--- src/rtl/core/bpc_pkg.sv ---
// Shared types and constants for the barometric pressure compensation core.
// No dependencies.
`default_nettype none
package bpc_pkg;
    localparam logic CMD_TEMP  = 1'b0;
    localparam logic CMD_PRESS = 1'b1;

    localparam logic [1:0] ST_TEMP_STORED   = 2'd0;
    localparam logic [1:0] ST_TEMP_REJECTED = 2'd1;
    localparam logic [1:0] ST_PRESS_IN      = 2'd2;
    localparam logic [1:0] ST_PRESS_OUT     = 2'd3;

    localparam logic [2:0] REG_GROUP_A = 3'd0;
    localparam logic [2:0] REG_GROUP_B = 3'd1;
    localparam logic [2:0] REG_GROUP_C = 3'd2;
    localparam logic [2:0] REG_GROUP_D = 3'd3;
    localparam logic [2:0] REG_OSS     = 3'd4;

    localparam logic [31:0] K_B6_OFS  = 32'd4000;
    localparam logic [31:0] K_P1      = 32'd3038;
    localparam logic [31:0] K_P2      = 32'd7357;
    localparam logic [31:0] K_P3      = 32'd3791;
    localparam logic [31:0] K_B7_BASE = 32'd50000;
    localparam logic [31:0] K_HALF    = 32'd32768;
    localparam logic [31:0] K_MSB     = 32'h8000_0000;
    localparam logic signed [31:0] P_LO = 32'sd30000;
    localparam logic signed [31:0] P_HI = 32'sd120000;
endpackage
`default_nettype wire

--- src/rtl/core/barometric_pressure_compensation_core.sv ---
// Top level of the barometric pressure compensation core: sequencer with one
// shared 32x32 multiplier and a one-bit-per-cycle divider. Uses bpc_pkg.
`default_nettype none
// A temperature item (cmd 0) runs the temperature states and a pressure item
// (cmd 1) the pressure states: each product goes through the single shared
// multiplier one per cycle, and each division runs 32 restoring steps, one
// quotient bit a cycle. A temperature item with a zero denominator skips its
// division, as does a pressure item with zero B4. s_axis_tready is high only
// while the sequencer is idle. The result sits in an output register so the
// next item may be taken while it waits; the sequencer holds its own result
// back only while that register is still full.
module barometric_pressure_compensation_core
    import bpc_pkg::*;
(
    input  wire logic        aclk,
    input  wire logic        aresetn,
    input  wire logic        cfg_we,
    input  wire logic [2:0]  cfg_index,
    input  wire logic [47:0] cfg_data,
    input  wire logic        s_axis_tvalid,
    output logic             s_axis_tready,
    input  wire logic [23:0] s_axis_tdata,   // [23:0] raw_sample
    input  wire logic        s_axis_tuser,   // [0] cmd
    output logic             m_axis_tvalid,
    input  wire logic        m_axis_tready,
    output logic [39:0]      m_axis_tdata,   // [31:0] pressure_pa, [33:32] status, [34] b5_stored
    output logic             m_axis_tuser    // unused flag, held at 0
);
    localparam logic [4:0] S_IDLE = 5'd0,  S_T0 = 5'd1,  S_T1 = 5'd2,  S_TDIV = 5'd3,
                           S_TEND = 5'd4,  S_P0 = 5'd5,  S_P1 = 5'd6,  S_P2 = 5'd7,
                           S_P3 = 5'd8,    S_P4 = 5'd9,  S_P5 = 5'd10, S_P6 = 5'd11,
                           S_P7 = 5'd12,   S_PDIV = 5'd13, S_P8 = 5'd14, S_P9 = 5'd15,
                           S_P10 = 5'd16, S_P11 = 5'd17, S_OUT = 5'd18, S_P12 = 5'd19;

    logic [47:0] ga_reg, gb_reg;
    logic [31:0] gc_reg, gd_reg;
    logic [1:0]  oss_reg;
    logic [31:0] b5_reg;
    logic        b5v_reg;
    logic [4:0]  state_reg;
    logic [23:0] raw_reg;
    logic [31:0] x1_reg, b6_reg, sq_reg, b3_reg, b4_reg, b7_reg, t_reg, p_reg;
    logic [31:0] num_reg, den_reg, quo_reg;
    logic [32:0] rem_reg;
    logic [5:0]  cnt_reg;
    logic        neg_reg;
    logic [31:0] res_p_reg;
    logic [1:0]  res_s_reg;
    logic        out_v_reg;
    logic [31:0] out_p_reg;
    logic [1:0]  out_s_reg;
    logic        out_tv_reg;

    // shared multiplier
    logic [31:0] mul_a, mul_b, mul_y;
    assign mul_y = mul_a * mul_b;

    function automatic logic [31:0] asr(input logic [31:0] v, input logic [4:0] s);
        asr = 32'($signed(v) >>> s);
    endfunction
    function automatic logic [31:0] sx(input logic [15:0] v);
        sx = {{16{v[15]}}, v};
    endfunction

    logic [31:0] ac1, ac2, ac3, ac4, ac5, ac6, b1, b2, mc, md;
    assign ac1 = sx(ga_reg[47:32]);
    assign ac2 = sx(ga_reg[31:16]);
    assign ac3 = sx(ga_reg[15:0]);
    assign ac4 = {16'd0, gb_reg[47:32]};
    assign ac5 = {16'd0, gb_reg[31:16]};
    assign ac6 = {16'd0, gb_reg[15:0]};
    assign b1  = sx(gc_reg[31:16]);
    assign b2  = sx(gc_reg[15:0]);
    assign mc  = sx(gd_reg[31:16]);
    assign md  = sx(gd_reg[15:0]);

    logic [31:0] up;
    assign up = 32'({8'd0, raw_reg} >> (4'd8 - {2'd0, oss_reg}));

    always_comb begin
        mul_a = b6_reg;
        mul_b = b6_reg;
        unique case (state_reg)
            S_T0:  begin mul_a = {16'd0, raw_reg[15:0]} - ac6; mul_b = ac5; end
            S_P0:  begin mul_a = b6_reg; mul_b = b6_reg; end
            S_P1:  begin mul_a = b2;     mul_b = sq_reg; end
            S_P2:  begin mul_a = ac2;    mul_b = b6_reg; end
            S_P3:  begin mul_a = ac3;    mul_b = b6_reg; end
            S_P4:  begin mul_a = b1;     mul_b = sq_reg; end
            S_P5:  begin mul_a = ac4;    mul_b = t_reg + K_HALF; end
            S_P6:  begin mul_a = up - b3_reg; mul_b = K_B7_BASE >> oss_reg; end
            S_P8:  begin mul_a = asr(p_reg, 5'd8); mul_b = asr(p_reg, 5'd8); end
            S_P9:  begin mul_a = t_reg;  mul_b = K_P1; end
            S_P10: begin mul_a = K_P2;   mul_b = p_reg; end
            default: ;
        endcase
    end

    // restoring divider step
    logic [32:0] rem_sh;
    logic        fits;
    assign rem_sh = {rem_reg[31:0], num_reg[31]};
    assign fits = rem_sh >= {1'b0, den_reg};

    logic [31:0] den_t, mag_t, quo_s;
    assign den_t = x1_reg + md;
    assign quo_s = neg_reg ? (32'd0 - quo_reg) : quo_reg;
    assign mag_t = p_reg + asr(t_reg + x1_reg + K_P3, 5'd4);

    always_ff @(posedge aclk) begin
        if (!aresetn) begin
            ga_reg <= '0; gb_reg <= '0; gc_reg <= '0; gd_reg <= '0;
            oss_reg <= 2'd1;
            b5_reg <= '0; b5v_reg <= 1'b0;
            state_reg <= S_IDLE;
            out_v_reg <= 1'b0;
        end else begin
            if (cfg_we) begin
                unique case (cfg_index)
                    REG_GROUP_A: ga_reg <= cfg_data;
                    REG_GROUP_B: gb_reg <= cfg_data;
                    REG_GROUP_C: gc_reg <= cfg_data[31:0];
                    REG_GROUP_D: gd_reg <= cfg_data[31:0];
                    REG_OSS:     oss_reg <= cfg_data[1:0];
                    default: ;
                endcase
            end
            if (m_axis_tvalid && m_axis_tready) out_v_reg <= 1'b0;
            unique case (state_reg)
                S_IDLE: if (s_axis_tvalid && s_axis_tready) begin
                    raw_reg <= s_axis_tdata;
                    b6_reg <= b5_reg - K_B6_OFS;
                    state_reg <= (s_axis_tuser == CMD_TEMP) ? S_T0 : S_P0;
                end
                S_T0: begin x1_reg <= asr(mul_y, 5'd15); state_reg <= S_T1; end
                S_T1: begin
                    if (den_t == '0) begin
                        res_p_reg <= '0; res_s_reg <= ST_TEMP_REJECTED;
                        state_reg <= S_OUT;
                    end else begin
                        // |MC*2048| fits 32 bits; truncated signed divide
                        num_reg <= mc[31] ? 32'(-(mc << 11)) : (mc << 11);
                        den_reg <= den_t[31] ? (32'd0 - den_t) : den_t;
                        neg_reg <= mc[31] ^ den_t[31];
                        rem_reg <= '0; quo_reg <= '0; cnt_reg <= 6'd0;
                        state_reg <= S_TDIV;
                    end
                end
                S_TDIV, S_PDIV: begin
                    rem_reg <= fits ? (rem_sh - {1'b0, den_reg}) : rem_sh;
                    quo_reg <= {quo_reg[30:0], fits};
                    num_reg <= {num_reg[30:0], 1'b0};
                    cnt_reg <= cnt_reg + 6'd1;
                    if (cnt_reg == 6'd31)
                        state_reg <= (state_reg == S_TDIV) ? S_TEND : S_P12;
                end
                S_TEND: begin
                    b5_reg <= x1_reg + quo_s; b5v_reg <= 1'b1;
                    res_p_reg <= '0; res_s_reg <= ST_TEMP_STORED;
                    state_reg <= S_OUT;
                end
                S_P0: begin sq_reg <= asr(mul_y, 5'd12); state_reg <= S_P1; end
                S_P1: begin t_reg <= asr(mul_y, 5'd11); state_reg <= S_P2; end
                S_P2: begin
                    b3_reg <= asr((((ac1 << 2) + t_reg + asr(mul_y, 5'd11)) << oss_reg)
                                  + 32'd2, 5'd2);
                    state_reg <= S_P3;
                end
                S_P3: begin t_reg <= asr(mul_y, 5'd13); state_reg <= S_P4; end
                S_P4: begin t_reg <= asr(t_reg + asr(mul_y, 5'd16) + 32'd2, 5'd2);
                    state_reg <= S_P5; end
                S_P5: begin b4_reg <= mul_y >> 15; state_reg <= S_P6; end
                S_P6: begin b7_reg <= mul_y; state_reg <= S_P7; end
                S_P7: begin
                    if (b4_reg == '0) begin
                        res_p_reg <= '0; res_s_reg <= ST_PRESS_OUT; state_reg <= S_OUT;
                    end else begin
                        num_reg <= (b7_reg < K_MSB) ? (b7_reg << 1) : b7_reg;
                        den_reg <= b4_reg;
                        rem_reg <= '0; quo_reg <= '0; cnt_reg <= 6'd0;
                        state_reg <= S_PDIV;
                    end
                end
                S_P12: begin
                    p_reg <= (b7_reg < K_MSB) ? quo_reg : (quo_reg << 1);
                    state_reg <= S_P8;
                end
                S_P8: begin t_reg <= mul_y; state_reg <= S_P9; end
                S_P9: begin t_reg <= asr(mul_y, 5'd16); state_reg <= S_P10; end
                S_P10: begin x1_reg <= asr(32'd0 - mul_y, 5'd16); state_reg <= S_P11; end
                S_P11: begin
                    res_p_reg <= mag_t;
                    res_s_reg <= ($signed(mag_t) > P_LO && $signed(mag_t) < P_HI)
                                 ? ST_PRESS_IN : ST_PRESS_OUT;
                    state_reg <= S_OUT;
                end
                S_OUT: if (!out_v_reg || m_axis_tready) begin
                    out_p_reg <= res_p_reg;
                    out_s_reg <= res_s_reg;
                    out_tv_reg <= b5v_reg;
                    out_v_reg <= 1'b1; state_reg <= S_IDLE;
                end
                default: state_reg <= S_IDLE;
            endcase
        end
    end

    assign s_axis_tready = (state_reg == S_IDLE);
    assign m_axis_tvalid = out_v_reg;
    assign m_axis_tdata  = {5'd0, out_tv_reg, out_s_reg, out_p_reg};
    assign m_axis_tuser  = 1'b0;

    a_busy_not_ready: assert property (@(posedge aclk) disable iff (!aresetn)
        (state_reg != S_IDLE) |-> !s_axis_tready) else $error("ready while busy");
    a_hold_out: assert property (@(posedge aclk) disable iff (!aresetn)
        (m_axis_tvalid && !m_axis_tready) |=> m_axis_tvalid) else $error("result dropped");
    a_hold_data: assert property (@(posedge aclk) disable iff (!aresetn)
        (m_axis_tvalid && !m_axis_tready) |=> $stable(m_axis_tdata))
        else $error("result changed while waiting");
    a_div_len: assert property (@(posedge aclk) disable iff (!aresetn)
        (state_reg == S_TDIV) |-> (cnt_reg < 6'd32)) else $error("divider overrun");
endmodule
`default_nettype wire
--- config.mk ---
export PLATFORM = sky130hd
export DESIGN_NAME = barometric_pressure_compensation_core
export DESIGN_NICKNAME = d
export VERILOG_FILES = /design/src/rtl/core/bpc_pkg.sv /design/src/rtl/core/barometric_pressure_compensation_core.sv
export SDC_FILE = /design/constraint.sdc
export NUM_CORES = 2
export LEC_CHECK = 0
export ABC_AREA = 1
export BUFFER_PORTS_ARGS = -buffer_cell sky130_fd_sc_hd__clkbuf_2
export CAP_MARGIN = 5
export CORE_ASPECT_RATIO = 0.7
export CORE_MARGIN = 4
export CORE_UTILIZATION = 65
export CTS_CLUSTER_SIZE = 10
export DETAILED_ROUTE_END_ITERATION = 10
export HOLD_SLACK_MARGIN = 0.02
export PLACE_DENSITY_LB_ADDON = 0.25
export SYNTH_ARGS = -nofsm -noshare
export SYNTH_HDL_FRONTEND = slang
export SYNTH_SLANG_ARGS = --single-unit
--- constraint.sdc ---
create_clock -name aclk -period 19.8 [get_ports aclk]
set_input_delay 1.98 -clock aclk [delete_from_list [all_inputs] [get_ports aclk]]
set_output_delay 1.98 -clock aclk [all_outputs]
set_load 0.02 [all_outputs]
==> metrics.log <==
[metrics] WL final: roughly 230000 um
[metrics] cell area after synthesis: 60500 um2
[metrics] DP Worst Slack: roughly 3500 ps
[metrics] delay-heaviest family, CP: adder cells
[metrics] worst min path class: register to register
[metrics] Critical Path Fanout Max: 36
[metrics] maximum root-to-sink buffer count: 3
[metrics] share of the synthesized netlist area taken by xor and xnor gates: under 10%
[metrics] most frequently used flop master after synthesis: sky130_fd_sc_hd__edfxtp_1
[metrics] via count of the first global-routing pass: 53625
[metrics] Final Non-Filler Cells: roughly 9000
[metrics] I/O pins: about 120
[metrics] total area of multi-input combinational cells: about 37000 um2
[metrics] first drt pass iteration count: 9
[metrics] max-cap violations: 0
[metrics] post-CTS clock slew at the launch and capture registers of the worst setup and hold paths: 70 ps
[metrics] Mapped Cells: 7788
[metrics] portion of the post-synthesis area used by sequential elements: between 20 and 30%
[metrics] cell chosen for the clock root: sky130_fd_sc_hd__clkbuf_16
[metrics] Bufs and invs on worst path: 15
[metrics] final-report setup violation count: 0
[metrics] clock latency reported for the late side of the worst-skew pair: approximately 700 ps
[metrics] number of gates given a new drive strength after cts: 0
[metrics] post-synthesis share of cell area spent on full adders, half adders and majority gates: a little under a quarter
[metrics] H-tree lvl count: 3
[metrics] wire per inst: around 25 um
[metrics] post-layout min period: 16850 ps
[metrics] type of the worst setup path: register to register
[metrics] achievable clock frequency: slightly below 60 MHz
[metrics] antenna violations before repair: 13
[metrics] Die Y: ~260 um
[metrics] origin of the worst min-delay path: res_p_reg[3]
[metrics] critical path startpoint category: register
[metrics] vias post-DR: around 57000
[metrics] worst r2r path cells: 63
[metrics] Reg2Reg Launch Point: oss_reg[1]
[metrics] post-synthesis mux area share: 0.298%
[metrics] outcome: completed
[metrics] number of sinks driven by the clock tree: ~640
[metrics] terminus of the critical flop-to-flop path: b3_reg[29]
[metrics] number of warnings reported in the yosys synthesis log: 0
[metrics] Buffers on Ports: 117
[metrics] hold buffer count at cts: 0
[metrics] setup repair after global routing missed its margin: false
[metrics] number of synthesized flops with an enable pin: 440
[metrics] slack of the worst reg-to-reg path: between 2000 and 3000 ps
[metrics] Crit. End Element: register
[metrics] number of nets in the finished design: between 8000 and 9000
[metrics] share of flip-flops with an asynchronous set or reset: 0%
[metrics] largest family of logic cells by synthesized area: adder cells
[metrics] crit path max-delay cell type: sky130_fd_sc_hd__xnor2_1
[metrics] Antenna Nets Post-Route: 0
[metrics] FP Rows: 93
[metrics] pin count of the biggest net entering global routing: between 100 and 150
[metrics] fraction of layout cells with a size suffix above 1: between 5 and 6%
[metrics] final core utilization: around 70%
[metrics] setup TNS: 0 ps
[metrics] number of filler instances in the final layout: about 7400
[metrics] compound-cell area share of the yosys netlist: 12.1%
[metrics] hold worst-path end: out_p_reg[3]
[metrics] area fraction in and, or, nand and nor cells after synthesis: 21.0%
[metrics] RePlAce Congestion: roughly 1.1
[metrics] arrival time at the worst endpoint: around 17000 ps
[metrics] setup slack after layout: 2950 ps
[metrics] CP most frequent cell: sky130_fd_sc_hd__inv_1
[metrics] maximum single-stage delay on the critical path: roughly 770 ps
[metrics] Initial DRC Count: about 8600
[metrics] TritonCTS clock tree: yes
[metrics] Fin Clk Skew: slightly above 70 ps
[metrics] global-route wire length before repair: 332000 um
[metrics] final period utilization: between 80% and 90%
[metrics] commonest non-fill, non-tap cell in the layout: sky130_fd_sc_hd__nand2_1
[metrics] CP Data Required Time: ~20000 ps
[metrics] highest-count cells in the layout ignoring fill and taps: sky130_fd_sc_hd__nand2_1, sky130_fd_sc_hd__inv_1, sky130_fd_sc_hd__nor2_1
[metrics] number of distinct library cells after synthesis: 75
[metrics] flip-flop and latch count after synthesis: between 600 and 700
[metrics] number of buffers inserted to repair setup after CTS: 0
[metrics] worst hold path depth: 0
[metrics] detailed-route DRC error count: 0
[metrics] Std-Cell Core Area: between 90000 and 100000 um2
[metrics] count of placed standard cells including taps: 9000
[metrics] hpwl dp: roughly 180000 um
[metrics] final number of hold-violating endpoints: 0
[metrics] number of vias per cell: ~6.2
[metrics] worst relative slew slack: between 5 and 6%
[metrics] x dimension of the die: 373 um
[metrics] number of buffers created by CTS: between 70 and 80
[metrics] Avg Inst Size Synth: 7.77 um2
[metrics] Initial Utilization: 65.6%
[metrics] FF+latch area: between 15000 and 20000 um2
[metrics] final count of pins violating max slew: 0
[metrics] signed area change from the synthesized netlist to the final layout: 7.08%
[metrics] Die ar.: approximately 98000 um2
[metrics] Tightest Pin Transition: roughly 1400 ps
[metrics] GRT Util Overall: 44.8%
[metrics] remaining global-route overflow: 0
-- worst max-delay path by stage --
stage	start	to	slack (ps)	depth (start not counted)
after global routing	oss_reg[1]	b3_reg[29]	2030	69
after global placement	oss_reg[1]	b3_reg[29]	3870	67
after floorplan	oss_reg[0]	b3_reg[28]	5710	75
final	oss_reg[1]	b3_reg[29]	2950	63
after detailed placement	oss_reg[1]	b3_reg[29]	3540	67
after CTS	oss_reg[1]	b3_reg[29]	3500	69
-- metrics by stage --
| stage | cell area (um2) | hold slack (ps) |
|---|---|---|
| after floorplan | 60600 | 400 |
| after global placement | 62400 | 402 |
| after detailed placement | 62400 | 405 |
| after CTS | 64700 | 417 |
| after global routing | 64700 | 422 |
| final | 64800 | 417 |
-- routing by layer --
metal,share of wire [%],GRT usage (%),up-vias
met5,0.11,0.0968,-
met4,5.5,18.8,16
met3,18,19.6,807
met2,38,59.7,4341
met1,39,63.1,26698
li1,-,-,25219
-- cells by family after synthesis --
| group | Yosys count |
|---|---|
| AO/OA/AOI/OAI | 1324 |
| XOR/XNOR | 304 |
| adder cells (fa/ha/maj) | 881 |
| buffers and inverters | 1577 |
| flip-flops | 641 |
| multiplexers | 18 |
| other | 1 |
| AND/OR/NAND/NOR | 3042 |
-- cell usage after synthesis (17+ instances only) --
library cell	instances	area, um2
sky130_fd_sc_hd__inv_2	32	120
sky130_fd_sc_hd__o211ai_1	23	173
sky130_fd_sc_hd__xor2_1	201	1760
sky130_fd_sc_hd__mux2i_1	18	180
sky130_fd_sc_hd__o22ai_1	20	125
sky130_fd_sc_hd__a21oi_1	486	2430
sky130_fd_sc_hd__nand4_1	84	526
sky130_fd_sc_hd__o21ai_0	568	2840
sky130_fd_sc_hd__xnor2_1	103	902
sky130_fd_sc_hd__buf_2	31	155
sky130_fd_sc_hd__nand3b_1	22	165
sky130_fd_sc_hd__nand3_1	306	1530
sky130_fd_sc_hd__edfxtp_1	440	13200
sky130_fd_sc_hd__inv_1	1292	4850
sky130_fd_sc_hd__o21ai_1	28	140
sky130_fd_sc_hd__nor2_1	932	3500
sky130_fd_sc_hd__dfxtp_1	201	4020
sky130_fd_sc_hd__clkbuf_1	181	679
sky130_fd_sc_hd__a31oi_1	17	106
sky130_fd_sc_hd__nand2_2	18	113
sky130_fd_sc_hd__nor3_1	87	435
sky130_fd_sc_hd__a211oi_1	21	158
sky130_fd_sc_hd__nor4_1	24	150
sky130_fd_sc_hd__ha_1	436	5460
sky130_fd_sc_hd__a221oi_1	19	166
sky130_fd_sc_hd__a21o_1	27	203
sky130_fd_sc_hd__nand2_1	1470	5520
sky130_fd_sc_hd__fa_1	445	8910
sky130_fd_sc_hd__or2_2	31	194
-- layout make-up --
class / count / area share (%)
Multi-Input combinational cell: 5586 / 57.7
Sequential cell: 641 / 26.6
Inverter: 1330 / 7.71
Clock buffer: 126 / 3.26
Tap cell: 1235 / 2.39
Timing Repair Buffer: 210 / 1.99
Clock inverter: 10 / 0.311
Antenna cell: 9 / 0.0348
-- worst register-to-register path, delay by kind of cell (launching register included) --
family          cells  cell delay (ps)
fa+ha+maj          13             6000
flops               1              310
compound gates     13             2880
buf+inv            15             2830
xor+xnor            2             1450
simple gates       20             3140
Power is not shown: default switching activity piles up to over one toggle a cycle in this logic, so the estimate is an artifact.
